===== src/rtl/core/prq_pkg.sv =====
// prq_pkg: types and constants shared by the priority ready queue
// no dependencies; compiled first

package prq_pkg;

  localparam int TASK_W   = 5;
  localparam int LVL_W    = 3;
  localparam int ID_SPACE = 32;

  typedef enum logic [1:0] {
    MODE_INSERT = 2'd0,
    MODE_REMOVE = 2'd1,
    MODE_PEEK   = 2'd2,
    MODE_MOVE   = 2'd3
  } mode_t;

  typedef enum logic [1:0] {
    ST_OK        = 2'd0,
    ST_NOT_FOUND = 2'd1,
    ST_DUPLICATE = 2'd2
  } status_t;

  typedef struct packed {
    mode_t              mode;
    logic [TASK_W-1:0]  task_id;
    logic [LVL_W-1:0]   task_level;
  } in_item_t;

  typedef struct packed {
    status_t            status;
    logic               head_valid;
    logic [TASK_W-1:0]  head_task;
    logic [LVL_W-1:0]   head_level;
  } out_item_t;

  typedef struct packed {
    logic               v;
    logic [TASK_W-1:0]  task_id;
    logic [LVL_W-1:0]   task_level;
  } cell_t;

  typedef enum logic [1:0] {
    CMD_HOLD   = 2'd0,
    CMD_MARK   = 2'd1,
    CMD_SHIFT  = 2'd2,
    CMD_INSERT = 2'd3
  } cmd_op_t;

  typedef struct packed {
    cmd_op_t            op;
    logic [TASK_W-1:0]  task_id;
    logic [LVL_W-1:0]   task_level;
  } cmd_t;

endpackage


===== src/rtl/core/prq_if.sv =====
// prq_in_if, prq_out_if: valid/ready channels for requests and results
// depends on prq_pkg

interface prq_in_if
  import prq_pkg::*;
();
  logic     valid;
  logic     ready;
  in_item_t payload;

  modport source (output valid, output payload, input ready);
  modport sink   (input valid, input payload, output ready);
endinterface

interface prq_out_if
  import prq_pkg::*;
();
  logic      valid;
  logic      ready;
  out_item_t payload;

  modport source (output valid, output payload, input ready);
  modport sink   (input valid, input payload, output ready);
endinterface


===== src/rtl/core/prq_cell.sv =====
// prq_cell: one slot of the sorted task chain, trades entries with its neighbours
// depends on prq_pkg

module prq_cell
  import prq_pkg::*;
(
  input  logic  clk,
  input  logic  rst_n,
  input  cmd_t  cmd,
  input  cell_t left,
  input  cell_t right,
  output cell_t cur
);

  cell_t cell_r;
  cell_t cell_nxt;
  logic  ge_me;
  logic  ge_left;

  assign cur     = cell_r;
  assign ge_me   = cell_r.v && (cell_r.task_level >= cmd.task_level);
  assign ge_left = left.v && (left.task_level >= cmd.task_level);

  always_comb begin
    cell_nxt = cell_r;
    unique case (cmd.op)
      CMD_MARK: begin
        if (cell_r.v && (cell_r.task_id == cmd.task_id)) begin
          cell_nxt.v = 1'b0;
        end
      end
      CMD_SHIFT: begin
        if (!cell_r.v && right.v) begin
          cell_nxt = right;
        end else if (cell_r.v && !left.v) begin
          cell_nxt.v = 1'b0;
        end
      end
      CMD_INSERT: begin
        if (!ge_me) begin
          if (ge_left) begin
            cell_nxt.v          = 1'b1;
            cell_nxt.task_id    = cmd.task_id;
            cell_nxt.task_level = cmd.task_level;
          end else begin
            cell_nxt = left;
          end
        end
      end
      default: ;
    endcase
  end

  always_ff @(posedge clk) begin
    if (!rst_n) begin
      cell_r.v <= 1'b0;
    end else begin
      cell_r <= cell_nxt;
    end
  end

endmodule


===== src/rtl/core/prq_ctrl.sv =====
// prq_ctrl: request sequencer, queued flags, per-task level store, result register
// depends on prq_pkg and the channel interfaces

module prq_ctrl
  import prq_pkg::*;
#(
  parameter int QDEPTH     = 32,
  parameter int NUM_LEVELS = 8
) (
  input  logic       clk,
  input  logic       rst_n,
  prq_in_if.sink     in_chan,
  prq_out_if.source  out_chan,
  input  cell_t      head,
  output cmd_t       cmd
);

  localparam int QIDX_W = $clog2(QDEPTH);
  localparam logic [QIDX_W-1:0] CNT_LAST = QIDX_W'(QDEPTH - 2);

  typedef enum logic [2:0] {
    S_IDLE,
    S_LOOK,
    S_SHIFT,
    S_INS,
    S_FIN
  } state_t;

  state_t            state_r;
  in_item_t          req_r;
  logic              qd_r;
  logic [LVL_W-1:0]  lv_rd_r;
  status_t           status_r;
  logic [QIDX_W-1:0] cnt_r;
  logic [QDEPTH-1:0] queued_r;
  logic              out_valid_r;
  out_item_t         out_item_r;
  logic [LVL_W-1:0]  lvl_mem [QDEPTH];

  logic [QIDX_W-1:0] idx;
  logic [QIDX_W-1:0] in_idx;
  logic              in_acc;
  logic              out_free;
  logic              in_range;
  logic              found;
  logic              act_ins;
  logic              act_mark;
  logic              ins_now;
  status_t           look_status;

  assign idx      = req_r.task_id[QIDX_W-1:0];
  assign in_idx   = in_chan.payload.task_id[QIDX_W-1:0];
  assign in_acc   = in_chan.valid && in_chan.ready;
  assign out_free = !out_valid_r || out_chan.ready;
  assign in_range = (32'(req_r.task_id) < QDEPTH) && (32'(req_r.task_level) < NUM_LEVELS);
  assign found    = qd_r && (lv_rd_r == req_r.task_level);

  assign in_chan.ready    = (state_r == S_IDLE);
  assign out_chan.valid   = out_valid_r;
  assign out_chan.payload = out_item_r;

  always_comb begin
    act_ins     = 1'b0;
    act_mark    = 1'b0;
    look_status = ST_OK;
    if (state_r == S_LOOK) begin
      if ((req_r.mode != MODE_PEEK) && !in_range) begin
        look_status = ST_NOT_FOUND;
      end else begin
        case (req_r.mode)
          MODE_INSERT: begin
            if (qd_r) look_status = ST_DUPLICATE;
            else act_ins = 1'b1;
          end
          MODE_REMOVE: begin
            if (found) act_mark = 1'b1;
            else look_status = ST_NOT_FOUND;
          end
          MODE_MOVE: begin
            if (found) act_mark = 1'b1;
            else if (!qd_r) act_ins = 1'b1;
            else look_status = ST_DUPLICATE;
          end
          default: ;
        endcase
      end
    end
  end

  assign ins_now = act_ins || (state_r == S_INS);

  always_comb begin
    cmd.task_id    = req_r.task_id;
    cmd.task_level = req_r.task_level;
    if (act_mark) begin
      cmd.op = CMD_MARK;
    end else if (ins_now) begin
      cmd.op = CMD_INSERT;
    end else if (state_r == S_SHIFT) begin
      cmd.op = CMD_SHIFT;
    end else begin
      cmd.op = CMD_HOLD;
    end
  end

  // level store, read on accept, written on insert
  always_ff @(posedge clk) begin
    if (ins_now) begin
      lvl_mem[idx] <= req_r.task_level;
    end
    if (in_acc) begin
      lv_rd_r <= lvl_mem[in_idx];
    end
  end

  always_ff @(posedge clk) begin
    if (!rst_n) begin
      state_r     <= S_IDLE;
      out_valid_r <= 1'b0;
      queued_r    <= '0;
      cnt_r       <= '0;
    end else begin
      if ((state_r == S_FIN) && out_free) begin
        out_valid_r <= 1'b1;
      end else if (out_valid_r && out_chan.ready) begin
        out_valid_r <= 1'b0;
      end
      if (ins_now) begin
        queued_r[idx] <= 1'b1;
      end
      if (act_mark) begin
        queued_r[idx] <= 1'b0;
      end
      unique case (state_r)
        S_IDLE: begin
          if (in_chan.valid) begin
            req_r   <= in_chan.payload;
            qd_r    <= queued_r[in_idx];
            state_r <= S_LOOK;
          end
        end
        S_LOOK: begin
          status_r <= look_status;
          cnt_r    <= '0;
          state_r  <= act_mark ? S_SHIFT : S_FIN;
        end
        S_SHIFT: begin
          if (cnt_r == CNT_LAST) begin
            state_r <= (req_r.mode == MODE_MOVE) ? S_INS : S_FIN;
          end else begin
            cnt_r <= cnt_r + 1'b1;
          end
        end
        S_INS: begin
          state_r <= S_FIN;
        end
        S_FIN: begin
          if (out_free) begin
            out_item_r.status <= ((req_r.mode == MODE_PEEK) && !head.v) ?
                                 ST_NOT_FOUND : status_r;
            out_item_r.head_valid <= head.v;
            out_item_r.head_task  <= head.v ? head.task_id : '0;
            out_item_r.head_level <= head.v ? head.task_level : '0;
            state_r <= S_IDLE;
          end
        end
        default: state_r <= S_IDLE;
      endcase
    end
  end

`ifndef SYNTHESIS
  a_out_from_fin: assert property (@(posedge clk) disable iff (!rst_n)
    $rose(out_valid_r) |-> $past(state_r == S_FIN))
    else $error("result raised outside the finish state");

  a_shift_len: assert property (@(posedge clk) disable iff (!rst_n)
    (state_r == S_SHIFT && cnt_r != CNT_LAST) |=> (state_r == S_SHIFT))
    else $error("compaction pass cut short");

  a_ins_flag: assert property (@(posedge clk) disable iff (!rst_n)
    (state_r == S_INS) |=> (state_r == S_FIN && queued_r[idx]))
    else $error("queued flag not set after re-insert");
`endif

endmodule


===== src/rtl/core/priority_ready_queue.sv =====
// priority_ready_queue: multilevel ready queue of task ids, top level
// depends on prq_pkg, prq_if, prq_cell and prq_ctrl
//
// in_chan carries one request (mode, task_id, task_level); out_chan returns
// one result per request: status and the head of the highest non-empty level
// after the operation. Both use valid/ready; a transfer happens when both are
// high at a rising edge.
// Tasks live in a row of cells kept sorted by level, highest first and oldest
// first within a level, so the head is always the first cell.
// Insert, peek and rejected requests go from S_LOOK straight to S_FIN; remove
// and move first run the compaction pass that closes the gap left in the cell
// row, one cell per cycle, and move then re-inserts in S_INS (the cell row is
// capped at 32 cells by the task id width).
// One request is in work at a time; the result sits in an output register, so
// a new request is taken while an earlier result is still waiting. If the
// receiver stalls with a result held, the next request waits in its last
// cycle until the output register frees.
// Synchronous reset empties all levels and clears every queued flag.

module priority_ready_queue
  import prq_pkg::*;
#(
  parameter int NUM_TASKS  = 32,
  parameter int NUM_LEVELS = 8
) (
  input  logic      clk,
  input  logic      rst_n,
  prq_in_if.sink    in_chan,
  prq_out_if.source out_chan
);

  localparam int QDEPTH = (NUM_TASKS < ID_SPACE) ? NUM_TASKS : ID_SPACE;

  localparam cell_t HEAD_GUARD = '{v: 1'b1, task_id: '0, task_level: '1};
  localparam cell_t TAIL_GUARD = '{v: 1'b0, task_id: '0, task_level: '0};

  cmd_t  cmd;
  cell_t cv [QDEPTH];

  for (genvar i = 0; i < QDEPTH; i++) begin : g_cell
    cell_t lft;
    cell_t rgt;
    if (i == 0) begin : g_first
      assign lft = HEAD_GUARD;
    end else begin : g_left
      assign lft = cv[i-1];
    end
    if (i == QDEPTH - 1) begin : g_last
      assign rgt = TAIL_GUARD;
    end else begin : g_right
      assign rgt = cv[i+1];
    end
    prq_cell u_cell (
      .clk   (clk),
      .rst_n (rst_n),
      .cmd   (cmd),
      .left  (lft),
      .right (rgt),
      .cur   (cv[i])
    );
  end

  prq_ctrl #(
    .QDEPTH     (QDEPTH),
    .NUM_LEVELS (NUM_LEVELS)
  ) u_ctrl (
    .clk      (clk),
    .rst_n    (rst_n),
    .in_chan  (in_chan),
    .out_chan (out_chan),
    .head     (cv[0]),
    .cmd      (cmd)
  );

`ifndef SYNTHESIS
  for (genvar j = 0; j < QDEPTH - 1; j++) begin : g_chk
    a_compact: assert property (@(posedge clk) disable iff (!rst_n)
      in_chan.ready |-> (cv[j].v || !cv[j+1].v))
      else $error("gap in cell row while idle");

    a_sorted: assert property (@(posedge clk) disable iff (!rst_n)
      (in_chan.ready && cv[j+1].v) |-> (cv[j].task_level >= cv[j+1].task_level))
      else $error("cell row out of level order while idle");
  end
`endif

endmodule

===== src/flat_wrapper.sv =====
// flat-port wrapper written by rule: the top's interface ports become plain ports
module priority_ready_queue_flat import prq_pkg::*;
#(
  parameter int NUM_TASKS  = 32,
  parameter int NUM_LEVELS = 8
)
  (clk, rst_n, in_chan_valid, in_chan_payload, in_chan_ready, out_chan_valid, out_chan_payload, out_chan_ready);
  prq_in_if in_chan_i ();
  prq_out_if out_chan_i ();
  input  logic clk;
  input  logic rst_n;
  input wire logic [$bits(in_chan_i.valid)-1:0] in_chan_valid;
  input wire logic [$bits(in_chan_i.payload)-1:0] in_chan_payload;
  output wire logic [$bits(in_chan_i.ready)-1:0] in_chan_ready;
  output wire logic [$bits(out_chan_i.valid)-1:0] out_chan_valid;
  output wire logic [$bits(out_chan_i.payload)-1:0] out_chan_payload;
  input wire logic [$bits(out_chan_i.ready)-1:0] out_chan_ready;
  assign in_chan_i.valid = in_chan_valid;
  assign in_chan_i.payload = in_chan_payload;
  assign in_chan_ready = in_chan_i.ready;
  assign out_chan_valid = out_chan_i.valid;
  assign out_chan_payload = out_chan_i.payload;
  assign out_chan_i.ready = out_chan_ready;
  priority_ready_queue #(.NUM_TASKS(NUM_TASKS), .NUM_LEVELS(NUM_LEVELS)) u_core (.clk(clk), .rst_n(rst_n), .in_chan(in_chan_i), .out_chan(out_chan_i));
endmodule

===== config.mk =====
export PLATFORM = sky130hd
export DESIGN_NAME = priority_ready_queue_flat
export DESIGN_NICKNAME = d
export VERILOG_FILES = /design/src/rtl/core/prq_pkg.sv /design/src/rtl/core/prq_if.sv /design/src/rtl/core/prq_cell.sv /design/src/rtl/core/prq_ctrl.sv /design/src/rtl/core/priority_ready_queue.sv /design/src/flat_wrapper.sv
export SDC_FILE = /design/constraint.sdc
export NUM_CORES = 1
export LEC_CHECK = 0
export ABC_AREA = 1
export BUFFER_PORTS_ARGS = -buffer_cell sky130_fd_sc_hd__clkbuf_2
export CAP_MARGIN = 20
export CORE_MARGIN = 1
export CORE_UTILIZATION = 50
export DETAILED_ROUTE_END_ITERATION = 8
export GPL_ROUTABILITY_DRIVEN = 0
export PLACE_DENSITY_LB_ADDON = 0.1
export SYNTH_ARGS = -nofsm -noshare
export SYNTH_HDL_FRONTEND = slang
export SYNTH_SLANG_ARGS = --single-unit

===== constraint.sdc =====
create_clock -name clk -period 5.1 [get_ports clk]
set_clock_uncertainty 0.1 [all_clocks]
set_input_delay 0.765 -clock clk [delete_from_list [all_inputs] [get_ports clk]]
set_output_delay 0.765 -clock clk [all_outputs]
set_load 0.03 [all_outputs]

Word-level counts from Yosys, hierarchy flattened
Memory sizes are Yosys's and may differ from the RTL's. A register that Yosys moved wholly into a read port is not among the register bits.
Index checks and enable logic that the tools add are counted.
{"block": "op_classes", "n_eq_ne": 173, "n_addsub": 1, "magnitude_cmp": 36, "n_bitwise": 4, "n_reduce_logical": 211, "mux": 285}
{"operator": "9-bit two-way mux", "count": 63}
{"operator": "8-bit case mux with 2 select lines", "count": 31}
{"operator": "8-bit two-way mux", "count": 32}
{"operator": "4-bit AND reduction", "count": 63}
{"operator": "2-bit != test (second input constant)", "count": 98}
{"operator": "5-bit equality test", "count": 32}
{"operator": "1-bit two-way mux", "count": 107}
{"operator": "1-bit logical AND", "count": 101}
{"operator": "3-bit greater-or-equal comparator", "count": 32}
{"operator": "32-bit two-way mux", "count": 3}
{"operator": "1-bit case mux with 3 select lines", "count": 32}
{"operator": "3-bit != test (second input constant)", "count": 30}
{"operator": "32-bit bitwise AND", "count": 1}
{"operator": "1-bit zero test", "count": 32}
{"operator": "32-bit NOT", "count": 1}
{"operator": "32-bit bitwise OR", "count": 1}
{"operator": "3-bit two-way mux", "count": 5}
{"operator": "3-bit case mux with 5 select lines", "count": 1}
{"operator": "5-bit by 6-bit < comparator with 1-bit output (second input constant)", "count": 2}
{"operator": "3-bit AND reduction", "count": 4}
{"operator": "2-bit two-way mux", "count": 5}
{"operator": "5-bit case mux with 2 select lines", "count": 1}
{"operator": "2-bit equality test (second input constant)", "count": 4}
{"operator": "3-bit by 2-bit equality test with 1-bit output (second input constant)", "count": 2}
{"operator": "22 further kinds", "count": 27}
{"block": "totals", "ff_bits": 353, "ramBits": 96, "in_bits": 14, "output_inout_bits": 13, "memories": 1, "elab_cells": 820}
{"name": "u_core.u_ctrl.lvl_mem", "words": 32, "word_bits": 3, "read_ports": 1, "rd_ports_with_merged_regs": 1, "wr": 1, "line_no": "prq_ctrl.sv:38", "source": "logic [LVL_W-1:0] lvl_mem [QDEPTH];"}

Longest topological paths before layout
{"block": "logic_depth", "depth_word": 11, "ltp_mapped": 14, "depth_no_buf": 13}

By module
A second synthesis with hierarchy kept.
{"block": "unflattened", "hier_cells": 4436, "area_unflattened_um2": 32073.3}
{"module": "prq_cell", "instances": 32, "cells_each": 114, "seq_area_each_um2": 260.2, "area_per_inst_um2": 765.7}
{"module": "prq_ctrl", "instances": 1, "cells_each": 786, "seq_area_each_um2": 4514.3, "area_per_inst_um2": 7562.3}
{"module": "priority_ready_queue", "instances": 1, "cells_each": 2, "seq_area_each_um2": 0.0, "area_per_inst_um2": 7.5}

Worst setup path after synthesis
OpenSTA, ideal clock, no wires.
{"block": "synth_path", "kind": "register to register", "from": "reg u_core.u_ctrl.req_r (netlist bit u_core.u_ctrl.cmd[2])", "to": "reg u_core.g_cell[26].u_cell.cell_r (netlist bit u_core.g_cell[26].u_cell.cur[0]) (enable)", "stages_incl_launch_ff": 9, "setup_ns": 0.386, "slack_ns": 1.194, "synth_period_minus_slack_ns": 3.906, "arrival_time_ns": 3.420, "required_ns": 4.614, "path_buffers": 1, "path_cell_list": "edfxtp_1 -> inv_1 -> clkbuf_1 -> ha_1 -> a21oi_1 -> o211ai_1 -> nand2_1 -> nor2_1 -> a211oi_1"}
{"block": "synth_via", "elab_chain_cells": 11, "word_cells_on_any_way": 19, "classes_between": "order compare (1); eq/ne (5); mux (8); reduce/logical (5)"}
{"element": "from (decl)", "line_no": "prq_ctrl.sv:30", "source": "in_item_t req_r;"}
{"element": "from (signal assigned)", "line_no": "prq_ctrl.sv:137", "source": "req_r <= in_chan.payload;"}
{"element": "3-bit equality test", "line_no": "prq_ctrl.sv:56", "source": "assign found = qd_r && (lv_rd_r == req_r.task_level);"}
{"element": "1-bit logical AND", "line_no": "prq_ctrl.sv:56"}
{"element": "1-bit two-way mux", "line_no": "prq_ctrl.sv:80", "source": "if (found) act_mark = 1'b1;"}
{"element": "1-bit case mux with 2 select lines", "line_no": "prq_ctrl.sv:70", "source": "case (req_r.mode)"}
{"element": "1-bit two-way mux", "line_no": "prq_ctrl.sv:66", "source": "if (state_r == S_LOOK) begin"}
{"element": "1-bit logical OR", "line_no": "prq_ctrl.sv:90", "source": "assign ins_now = act_ins || (state_r == S_INS);"}
{"element": "2-bit two-way mux", "line_no": "prq_ctrl.sv:97", "source": "end else if (ins_now) begin"}
{"element": "2-bit two-way mux", "line_no": "prq_ctrl.sv:95", "source": "if (act_mark) begin"}
{"element": "2-bit equality test", "line_no": "prq_cell.sv:26", "source": "unique case (cmd.op)"}
{"element": "2-bit != test (no line) or 2-bit nonzero test (tied branches)"}
{"element": "4-bit AND reduction (no line) (*)"}
{"element": "to (signal assigned)", "line_no": "prq_cell.sv:58", "source": "cell_r <= cell_nxt;"}
{"element": "to (decl)", "line_no": "prq_cell.sv:15", "source": "cell_t cell_r;"}
Every way passes the cells marked *; elsewhere a longest branch is shown, timed or not.
A chain may end at the register's enable or synchronous reset.

Worst setup path in the final report
{"block": "layout_path", "from": "reg u_core.u_ctrl.req_r[9] (netlist name)", "to": "reg u_core.g_cell[7].u_cell.cell_r (netlist bit u_core.g_cell[7].u_cell.cur[5]) (enable)"}
{"block": "layout_via", "elab_chain_cells": 9, "word_cells_on_any_way": 17, "classes_between": "eq/ne (6); mux (6); reduce/logical (5)"}
{"element": "2-bit equality test or 2-bit zero test (tied branches)", "line_no": "prq_ctrl.sv:70"}
{"element": "1-bit case mux with 2 select lines", "line_no": "prq_ctrl.sv:70"}
{"element": "1-bit two-way mux", "line_no": "prq_ctrl.sv:66"}
{"element": "1-bit logical OR", "line_no": "prq_ctrl.sv:90"}
{"element": "2-bit two-way mux", "line_no": "prq_ctrl.sv:97"}
{"element": "2-bit two-way mux (*)", "line_no": "prq_ctrl.sv:95"}
{"element": "2-bit equality test", "line_no": "prq_cell.sv:26"}
{"element": "2-bit != test (no line) or 2-bit nonzero test (tied branches)"}
{"element": "4-bit AND reduction (no line) (*)"}
{"element": "to (signal assigned)", "line_no": "prq_cell.sv:58"}
{"element": "to (decl)", "line_no": "prq_cell.sv:15"}
Marks and branches as above.

==> impl_results.md <==
* Die Span Y at 235 um
* Global Route Usage Sum at 27.9%
* CTS tree: done
* Clock insertion delay at the later pin of the skew report at 0.64 ns
* Vias in the first global route at 22500
* Switching power total at 2.17 mW
* Syn Nets at 3520
* Clk sink count at 452
* Post-cts sizing count at 0
* Netlist cell types at 43
* Worst r2r dst: u_core.g_cell[7].u_cell.cur[5]
* Flop pwr share at 48.2%
* DRC viols at 0
* NumNets Final at 3457
* Synth Flop Type: edfxtp_1
* Share of cells above drive strength 1 at 5.47%
* Final hold viol count at 0
* Cts hold-fix bufs at 0
* Worst r2r src: u_core.u_ctrl.req_r[9]
* Post-synthesis register bit count at 452
* Pins Over Slew Limit at 0
* Internal power at 6.32 mW
* Synth Cell Area at 27200 um^2
* Pre-Repair DR Iteration Count at 6
* Setup TNS at 0 ns
* DP HPWL at 49.8 mm
* Clock tree buffer depth at 3
* Post-synth EDFFs at 379
* RSZ-0062 raised after global routing: no
* Worst Setup Slack, final at 1.09 ns
* Root buffer cell: clkbuf_16
* Die X at 235 um
* Routed Antenna Nets at 0
* Initial Utilization at 50.6%
* CTS H-tree depth at 2
* Comb pwr share at 8.8%
* FMAX at 249 MHz
* Required @ worst endpoint at 5.23 ns
* Worst Tran Pin Value at 1.09 ns
* Seq/Total Area, Yosys at 47.1%
* Area grow syn2layout at 8.05%
* Die ar. at 55400 um^2
* Count of input and output buffers at 26
* Routed WL at 78.3 mm
* Max cap viols at 0
* Status: completed
* CP Launch Type: flop
* Wire length per cell at 19.2 um
* Pin count of the biggest net entering global routing at 189
* Clock-pin slew on the worst setup and hold paths at 0.06 ns
* Max-slew headroom at 26.9%
* R2R depth at 12
* Setup crit start: u_core.u_ctrl.req_r[9]
* Element type at the critical path end: flop
* Final period util at 78.7%
* DR iter-0 viols at 2295
* VDD IR max at 0.269 mV
* Net Sw Frac at 25.5%
* DR vias/cell at 5.80
* Clk pwr share at 43.0%
* Crit path kind: flop to flop
* Reg2Reg Setup Slack at 1.09 ns
* Tightest Hold Check Type: input pin to flop
* Initial antenna violation count at 1
* Syn Area/Cell at 8.00 um^2
* Setup WS pre-CTS at 1.01 ns
* Tmin final at 4.01 ns
* Post-Synthesis Cells at 3404
* Leakage power at 12.1 nW
* Total number of vias at 23700
* Diodes inserted at 0
* Global route total overflow at 0
* CP endpoint: u_core.g_cell[7].u_cell.cur[5]
* Peak fanout along the critical path at 57
* Setup Buffers After CTS at 0
* CTS buffer count at 52
* Num ports at 27
* Core outline area at 53800 um^2
* Wire length of the first global-routing pass at 124 mm
* Post-synth ARST share at 0%
* YS warnings at 0
* Worst EP arrival at 4.14 ns
* Pwr dens at 288 nW/um^2
* Finish-stage setup viols at 0
* Row count at 85
==> layout by cell type, fill, tap and decap left out, types with 2 or more instances in the layout <==
cell type  count
nor2_1       465
dfxtp_1       73
o21ai_1       15
clkbuf_4       7
a21oi_2        2
nor2_4         2
or2_2          2
a211oi_1      68
buf_2          6
a21oi_1      186
clkinv_2       4
ha_1         102
xnor2_1        3
inv_1        300
nand2_1      757
nor3b_1        3
clkinv_16      3
nor3_1        36
clkbuf_2      27
xor2_1        69
clkinv_1       7
o221ai_1      24
buf_4         41
o21ai_0      490
nand4_1        5
clkbuf_8       8
o21a_1         4
nand3_1       81
clkbuf_1      23
nand3b_1      10
o22ai_1       55
inv_2          8
buf_12         5
edfxtp_1     379
nor2_2        11
o211ai_1      34
clkbuf_16     52
==> critical path: stages (launching register included) <==
cell and delay (ns):
edfxtp_1 0.42, inv_1 0.10, ha_1 0.23, nor2_1 0.10, nand2_1 0.08, nand2_1 0.16
nand2_8 0.25, inv_2 0.17, nor2_4 0.04, inv_1 0.07, nand2_1 0.61, buf_4 0.48
nor3_1 0.81
==> cell type report <==
cell class,instances,area (um^2)
clock inverter,11,151
fill,4988,24400
sequential,452,12800
clock buffer,83,1500
inverter,312,1170
timing repair buffer,87,637
tap,696,871
multi-input combinational,2436,12300
==> how the worst min path moves through the flow <==
stage | start | end | slack (ns) | cells after the start
after CTS | in_chan_payload[1] | u_core.u_ctrl.cmd[1] | 0.17 | 1
final | in_chan_payload[1] | u_core.u_ctrl.cmd[1] | 0.20 | 1
after global routing | in_chan_payload[1] | u_core.u_ctrl.cmd[1] | 0.18 | 1
after floorplan | u_core.g_cell[30].u_cell.cur[8] | u_core.g_cell[31].u_cell.cur[8] | 0.36 | 2
after global placement | u_core.u_ctrl.queued_r[22] | u_core.u_ctrl.queued_r[22] | 0.39 | 2
after detailed placement | u_core.u_ctrl.queued_r[14] | u_core.u_ctrl.queued_r[14] | 0.40 | 2
==> registers in the layout, summed over array words and instances (netlist names) <==
| name | cells |
|---|---|
| u_core.u_ctrl.out_chan.payload | 11 |
| u_core.u_ctrl.idx | 5 |
| u_core.u_ctrl.queued_r | 32 |
| u_core.g_cell.u_cell.cur | 288 |
| u_core.u_ctrl.status_r | 2 |
| u_core.u_ctrl.out_chan.valid | 1 |
| u_core.u_ctrl.lv_rd_r | 3 |
| u_core.u_ctrl.req_r | 2 |
| u_core.u_ctrl.cnt_r | 5 |
| u_core.u_ctrl.qd_r | 1 |
| u_core.u_ctrl.lvl_mem | 96 |
| u_core.u_ctrl.state_r | 3 |
| u_core.u_ctrl.cmd | 3 |
==> cell usage after synthesis (all sizes together) (3+ instances only) <==
cell type	number	area share (%)
nand2	758	10
o21ai	505	9.3
nor2	478	6.7
edfxtp	379	42
inv	308	4.2
a21oi	188	3.5
clkbuf	103	1.4
ha	102	4.7
buf	101	2.2
nand3	81	1.5
dfxtp	73	5.4
a211oi	69	1.9
xor2	69	2.2
o22ai	55	1.3
nor3	38	0.74
o211ai	34	0.94
o221ai	24	0.77
nand3b	10	0.28
nand4	6	0.19
clkinv	4	0.055
o21a	4	0.11
nor3b	3	0.083
or2	3	0.069
xnor2	3	0.096
==> layer usage <==
layer	global-route usage [%]	routed length (um)
met3	3.85	5310
met2	45.1	35900
met5	0	0
met4	7.76	1620
met1	39.3	35400
==> power by group through the flow <==
stage	sequential, mW	clock [mW]	combinational, mW
floorplan	4.16	0	0.512
global placement	4.17	0	0.713
detailed placement	4.17	0	0.733
CTS	4.09	3.71	0.737
global route	4.09	3.87	0.833
finish	4.09	3.65	0.748
==> cells by family (layout without fill, tap and decap cells) <==
| logic type | Yosys count | count (layout) | share of synthesized area (%) |
|---|---|---|---|
| adder cells (fa/ha/maj) | 102 | 102 | 4.68 |
| XOR/XNOR | 72 | 72 | 2.31 |
| AO/OA/AOI/OAI | 884 | 884 | 17.9 |
| AND/OR/NAND/NOR | 1378 | 1378 | 20.1 |
| buffers and inverters | 516 | 493 | 7.90 |
| flip-flops | 452 | 452 | 47.1 |
==> stage by stage <==
stage / cells / power (mW) / instance area [um^2] / hold slack (ns) / utilization, %
6_report: 4077 / 8.49 / 29400 / 0.202 / 54.7
5_1_grt: 4077 / 8.79 / 29400 / 0.179 / 54.7
4_1_cts: 4062 / 8.54 / 29300 / 0.175 / 54.5
3_5_place_dp: 3968 / 4.90 / 27700 / 0.400 / 51.5
3_3_place_gp: 3968 / 4.88 / 27700 / 0.389 / 51.5
2_1_floorplan: 3404 / 4.67 / 27200 / 0.357 / -
(Power assumes the default switching activity.)
